`src/hw/rtl/spatial_arm_forward_kinematics_defines.svh`:
```
// ----------------------------------------------------------------------------
// Spatial arm forward kinematics: assertion macros
// Shared concurrent assertion forms. They expand to nothing in synthesis.
// ----------------------------------------------------------------------------
`ifndef SPATIAL_ARM_FORWARD_KINEMATICS_DEFINES_SVH
`define SPATIAL_ARM_FORWARD_KINEMATICS_DEFINES_SVH
`ifndef SYNTHESIS
// Same-cycle implication.
`define SFK_ASSERT_IMP(label, clk, rst_n, ante, cons) \
	label: assert property (@(posedge clk) disable iff (!rst_n) (ante) |-> (cons)) \
		else $error("sfk assertion failed");
// Next-cycle implication.
`define SFK_ASSERT_NXT(label, clk, rst_n, ante, cons) \
	label: assert property (@(posedge clk) disable iff (!rst_n) (ante) |=> (cons)) \
		else $error("sfk assertion failed");
`else
`define SFK_ASSERT_IMP(label, clk, rst_n, ante, cons)
`define SFK_ASSERT_NXT(label, clk, rst_n, ante, cons)
`endif
`endif

```
`src/hw/rtl/sfk_pkg.sv`:
```
// ----------------------------------------------------------------------------
// Spatial arm forward kinematics package
// Widths, codes, item and state types and the CORDIC angle table.
// ----------------------------------------------------------------------------
package sfk_pkg;

	localparam int ANGLE_BITS   = 16;
	localparam int COORD_BITS   = 32;
	localparam int FRAC_BITS    = 16;
	localparam int FRAME_BITS   = FRAC_BITS + 2;
	localparam int CORDIC_STEPS = 18;
	localparam int CW           = 34;
	localparam int STEP_BITS    = 5;
	localparam int PROD_BITS    = COORD_BITS + FRAME_BITS;
	localparam int ACC_BITS     = PROD_BITS + 2;
	localparam int RPROD_BITS   = 2 * FRAME_BITS;
	localparam int CFG_IDX_BITS = 2;

	localparam logic signed [CW-1:0] CORDIC_X0 = 34'sd652032874;
	localparam logic signed [FRAME_BITS-1:0] FRAME_ONE = 18'sd65536;

	localparam logic [CFG_IDX_BITS-1:0] CFG_ORIGIN_X = 2'd0;
	localparam logic [CFG_IDX_BITS-1:0] CFG_ORIGIN_Y = 2'd1;
	localparam logic [CFG_IDX_BITS-1:0] CFG_ORIGIN_Z = 2'd2;

	typedef enum logic [1:0] {
		AXIS_X   = 2'd0,
		AXIS_Y   = 2'd1,
		AXIS_Z   = 2'd2,
		AXIS_BAD = 2'd3
	} axis_t;

	typedef struct packed {
		logic                          bad;
		axis_t                         axis;
		logic [ANGLE_BITS-1:0]         angle;
		logic signed [COORD_BITS-1:0]  link_x;
		logic signed [COORD_BITS-1:0]  link_y;
		logic signed [COORD_BITS-1:0]  link_z;
		logic                          chain_end;
	} item_t;

	typedef enum logic [3:0] {
		S_IDLE,
		S_CORDIC,
		S_QUAD,
		S_ROT_MUL,
		S_ROT_ADD,
		S_XF_MUL,
		S_XF_ACC,
		S_POS,
		S_OUT
	} state_t;

	// Arctangent of 2^-i in turns, scaled by 2^32.
	function automatic logic signed [CW-1:0] atan_turn(input logic [STEP_BITS-1:0] i);
		logic signed [CW-1:0] r;
		case (i)
			5'd0:    r = 34'sd536870912;
			5'd1:    r = 34'sd316933406;
			5'd2:    r = 34'sd167458907;
			5'd3:    r = 34'sd85004756;
			5'd4:    r = 34'sd42667331;
			5'd5:    r = 34'sd21354465;
			5'd6:    r = 34'sd10679839;
			5'd7:    r = 34'sd5340245;
			5'd8:    r = 34'sd2670163;
			5'd9:    r = 34'sd1335087;
			5'd10:   r = 34'sd667544;
			5'd11:   r = 34'sd333772;
			5'd12:   r = 34'sd166886;
			5'd13:   r = 34'sd83443;
			5'd14:   r = 34'sd41722;
			5'd15:   r = 34'sd20861;
			5'd16:   r = 34'sd10430;
			5'd17:   r = 34'sd5215;
			default: r = '0;
		endcase
		return r;
	endfunction

endpackage

```
`src/hw/rtl/sfk_front.sv`:
```
// ----------------------------------------------------------------------------
// Spatial arm forward kinematics: front end
// Accepts joint beats, flags an undefined axis and queues two items.
// ----------------------------------------------------------------------------
module sfk_front (
	input  logic                                 clk,
	input  logic                                 arst_n,
	input  logic                                 s_tvalid,
	output logic                                 s_tready,
	input  logic [111:0]                         s_tdata,
	input  logic [1:0]                           s_tuser,
	input  logic                                 s_tlast,
	output logic                                 q_valid,
	input  logic                                 q_ready,
	output sfk_pkg::item_t                       q_item
);
	import sfk_pkg::*;

	item_t     slot_q [0:1];
	logic      wr_ptr_q;
	logic      rd_ptr_q;
	logic [1:0] count_q;
	item_t     in_item;
	logic      push;
	logic      pop;

	always_comb begin
		in_item.axis      = axis_t'(s_tuser);
		in_item.bad       = (axis_t'(s_tuser) == AXIS_BAD);
		in_item.angle     = s_tdata[15:0];
		in_item.link_x    = s_tdata[47:16];
		in_item.link_y    = s_tdata[79:48];
		in_item.link_z    = s_tdata[111:80];
		in_item.chain_end = s_tlast;
	end

	assign s_tready = (count_q != 2'd2);
	assign q_valid  = (count_q != 2'd0);
	assign q_item   = slot_q[rd_ptr_q];
	assign push     = s_tvalid && s_tready;
	assign pop      = q_valid && q_ready;

	always_ff @(posedge clk) begin
		if (push) begin
			slot_q[wr_ptr_q] <= in_item;
		end
	end

	always_ff @(posedge clk or negedge arst_n) begin
		if (!arst_n) begin
			wr_ptr_q <= 1'b0;
			rd_ptr_q <= 1'b0;
			count_q  <= 2'd0;
		end else begin
			if (push) begin
				wr_ptr_q <= ~wr_ptr_q;
			end
			if (pop) begin
				rd_ptr_q <= ~rd_ptr_q;
			end
			case ({push, pop})
				2'b10:   count_q <= count_q + 2'd1;
				2'b01:   count_q <= count_q - 2'd1;
				default: count_q <= count_q;
			endcase
		end
	end

endmodule

```
`config.mk`:
```
export PLATFORM = sky130hd
export DESIGN_NAME = sfk_front
export DESIGN_NICKNAME = d
export VERILOG_FILES = /design/src/hw/rtl/spatial_arm_forward_kinematics_defines.svh /design/src/hw/rtl/sfk_pkg.sv /design/src/hw/rtl/sfk_front.sv
export SDC_FILE = /design/constraint.sdc
export NUM_CORES = 1
export LEC_CHECK = 0
export BUFFER_PORTS_ARGS = -buffer_cell sky130_fd_sc_hd__buf_4
export CAP_MARGIN = 25
export CORE_UTILIZATION = 52
export DETAILED_ROUTE_END_ITERATION = 10
export MAX_ROUTING_LAYER = met4
export PLACE_DENSITY = 0.85
export SYNTH_ARGS = -nofsm -noshare
export SYNTH_HDL_FRONTEND = slang
export SYNTH_SLANG_ARGS = --single-unit
```
`constraint.sdc`:
```
create_clock -name clk -period 7.35 [get_ports clk]
set_input_delay 1.47 -clock clk [delete_from_list [all_inputs] [get_ports clk]]
set_output_delay 1.47 -clock clk [all_outputs]
set_load 0.01 [all_outputs]
```
After elaboration in Yosys (flattened, before gate mapping) --
Memory sizes are Yosys's and may differ from the RTL's. Cells that the tools add are included.
Storage, ports and cells: flip-flop bits (word level) 4, bits in writable memories 232, output and inout port bits 118, memories 1
Memory list:
- slot_q | depth 2, width 116, rd ports 1, clocked after memory_dff 0, wr ports 1, line sfk_front.sv:19 | item_t slot_q [0:1];
Cells by class: add/subtract/negate cells 2, eq/ne operators 4, mux-type cells 3, bitwise gates (word level) 2, reductions and logical operators 4
Operators by type and width (count):
- 2-bit equality test (second input constant) | 2
- 2-bit one-hot mux with 2 select lines | 1
- 2-bit nonzero test | 2
- 2-bit by 1-bit adder with 2-bit output (second input constant) | 1
- 2-bit by 1-bit equality test with 1-bit output (second input constant) | 1
- 1-bit logical AND | 2
- 1-bit 2-to-1 mux | 2
- 2-bit != test (second input constant) | 1
- 1-bit inverter | 2
- 2-bit by 1-bit subtractor with 2-bit output (second input constant) | 1

Depth between registers and ports, before layout --
depth in word-level cells 4, mapped depth 6, mapped depth without buffers 6

Least setup slack after synthesis --
No wires, ideal clock.
path type input -> register, from input s_tvalid, to memory slot_q[0][0] (netlist name) (enable), setup time 0.592 ns, arrival 6.390 ns, setup slack 0.368 ns, stages on the path 2, buffers on the path 0, cells stage by stage nand2_1 nor2_1
On the way: word-level cells in the longest chain between the ends 3
RTL lines:
- start, declared | line sfk_front.sv:8 | input logic s_tvalid,
- 1-bit logical AND | line sfk_front.sv:40 | assign push = s_tvalid && s_tready;
- 1-bit 2-to-1 mux | line sfk_front.sv:44 | if (push) begin
- 1-bit 2-to-1 mux (implied by the code) | line sfk_front.sv:45 | slot_q[wr_ptr_q] <= in_item;
- end, declared | line sfk_front.sv:19
No other way between the ends.

==> results.cfg <==
[grt]
grtUsageMet2_pct = 33.2
grt.met3_usage_pct = 5.59
grtUsageMet1_pct = 22.7
grt_pass1_wl_um = 25300
grt_usage_pct = 19.8
grt_pass1_vias = 4744
grt_max_degree = 65
grt_busiest_layer = met2
antenna_found_initial = 0
grt_overflow = 0

[finish]
layout-area-overhead-vs-synth_pct = 31.6
seq_area_um2 = 7070
fill_cells = 1002
multi_input_area_um2 = 1530
layout_commonest_cell = buf_4
nets = 751
fin_cells = 861
final_cell_mix = 240 x buf_4, 232 x edfxtp_1, 86 x mux2_2
drive_above_1_share_pct = 60.8
num_antenna_cells = 0

[placement]
hpwlAfterDp_um = 10800
io_buffers = 236
gp_congestion = 0.772
place_inst = 822
dp_slack_ps = 3460

[timing]
setup_viol = 0
finalHoldViolCount = 0
fmax_ghz = 0.230
relSlewSlack_pct = 39.3
finClkSkew_ps = 7.97
min_period_over_period_pct = 59.2
slew_viol_final = 0
fin_crit_ps = 4350
worst_pin_slew_ps = 911
grt_setup_unrepaired = no
layout_setup_ws_ps = 3000
final.setup.tns_ps = 0
hold_ws_ps = 522

[clock_tree]
clk_latency_ps = 490
cts.path.max_buffers = 3
cts_buffers = 23
postCtsSetupBuffers = 0
cts_tree = yes
cts-hold-fix-buffers = 0
ctsResizeCount = 0
cts.sinks = 236
cts.clk_slew.worst_paths_ps = 60
cts_max_level = 1
cts-root-buf = clkbuf_16

[setup_path]
crit_slowest_cell = dfrtp_4
crit_top_cell = buf_4
path_class = register to output port
ff2ff_setup_slack_ps = 4840
max_stage_delay_ps = 1020
crit_path_end_kind = output port
crit_chain = buf_4 -> mux2_2 -> buf_4
arrival_ps = 2880
start_kind = register
required_ps = 5880
crit_fanout = 64

[drt]
dr.first_iter.drc_count = 312
drc = 0
via_per_inst = 5.13
vias = 4414
firstDrtPassIters = 4
wire_per_inst_um = 19.3
wl_um = 16600
drtAntennaViolNets = 0

[synthesis]
synth_seq_cells = 236
yosysWarningCount = 0
syn_area_per_cell_um2 = 22.9
seq_area_frac_synth_pct = 81.4
syn_nets = 499
synth_cell_types = 16
netlist_area_um2 = 8680
synth_cells = 379

[floorplan]
die_area_um2 = 17200
fp.dieH_um = 131
initial_utilization_pct = 53.9
rows = 46
num_io_pins = 237
core_area_um2 = 16100
dieWidth_um = 131

[pwr]
power_density_nw_per_um2 = 399
p_leak_uw = 0.00434
ir_drop_mv = 0.287

[run_status]
status = complete, no violations

[hold_path]
hold_class = register to register

[flow_run]
drv_cap = 0
==> logic make-up after synthesis <==
kind of cell	share of synthesized area, %
flops	81.4
mux	16.3
buf+inv	1.11
xor+xnor	0.504
simple gates	0.519
fa+ha+maj	0.144
==> metal layers <==
layer / share of wire [%] / up-vias
met2: 51 / 192
met4: 3.1 / 0
met5: 0 / -
met1: 38 / 2172
met3: 8.6 / 46
li1: - / 2004
==> through the flow <==
stage | power, uW | area, um2 | util, %
2_1_floorplan | 2840 | 8680 | -
6_report | 4560 | 11400 | 70.9
4_1_cts | 4610 | 11400 | 70.9
3_3_place_gp | 3380 | 10700 | 66.2
3_5_place_dp | 3430 | 10700 | 66.2
5_1_grt | 4750 | 11400 | 70.9
==> path summary, 6_finish.rpt <==
kind / startpoint / endpoint / cells after the start
setup / recovery: rd_ptr_q$_DFFE_PN0P_ / q_item[44] / 3
hold / removal: count_q[1]$_DFFE_PN0P_ / count_q[1]$_DFFE_PN0P_ / 1
setup reg to reg: count_q[0]$_DFFE_PN0P_ / slot_q[1][94]$_DFFE_PP_ / 3
hold reg to reg: count_q[1]$_DFFE_PN0P_ / count_q[1]$_DFFE_PN0P_ / 1
max in group asynchronous: arst_n / rd_ptr_q$_DFFE_PN0P_ / 1
min in group asynchronous: arst_n / count_q[0]$_DFFE_PN0P_ / 1
==> state kept, by name (all words and copies together), names as in the netlist <==
signal    count
wr_ptr_q      1
rd_ptr_q      1
slot_q      232
count_q       2
==> Yosys cell counts, drive strengths merged <==
cell,n,area (um2)
and2,2,15.0
edfxtp,232,6970
mux2,116,1420
or2,1,6.26
xor2,2,17.5
buf,13,96.3
and3,1,6.26
nand2,1,3.75
xnor2,3,26.3
nand2b,1,6.26
ha,1,12.5
dfrtp,4,100
nor2,2,7.51
==> where the power goes <==
group	switching (uW)	internal, uW	leakage, uW
combinational	634	763	0.00178
clock	456	711	0.000359
sequential	152	1850	0.00220
==> worst max-delay path: cells and delay by family (launching register included) <==
kind                   cells  cell delay [ps]
DFF                        1             1020
muxes                      1              420
buffers and inverters      2              940
==> area by class of cell <==
type / count / area share [%]
sequential: 236 / 61.9
multi-input combinational: 130 / 13.4
timing repair buffer: 240 / 15.8
clock inverter: 12 / 1.40
tap: 216 / 2.37
clock buffer: 27 / 5.17
Note: power is estimated with default switching activity, not from simulation.
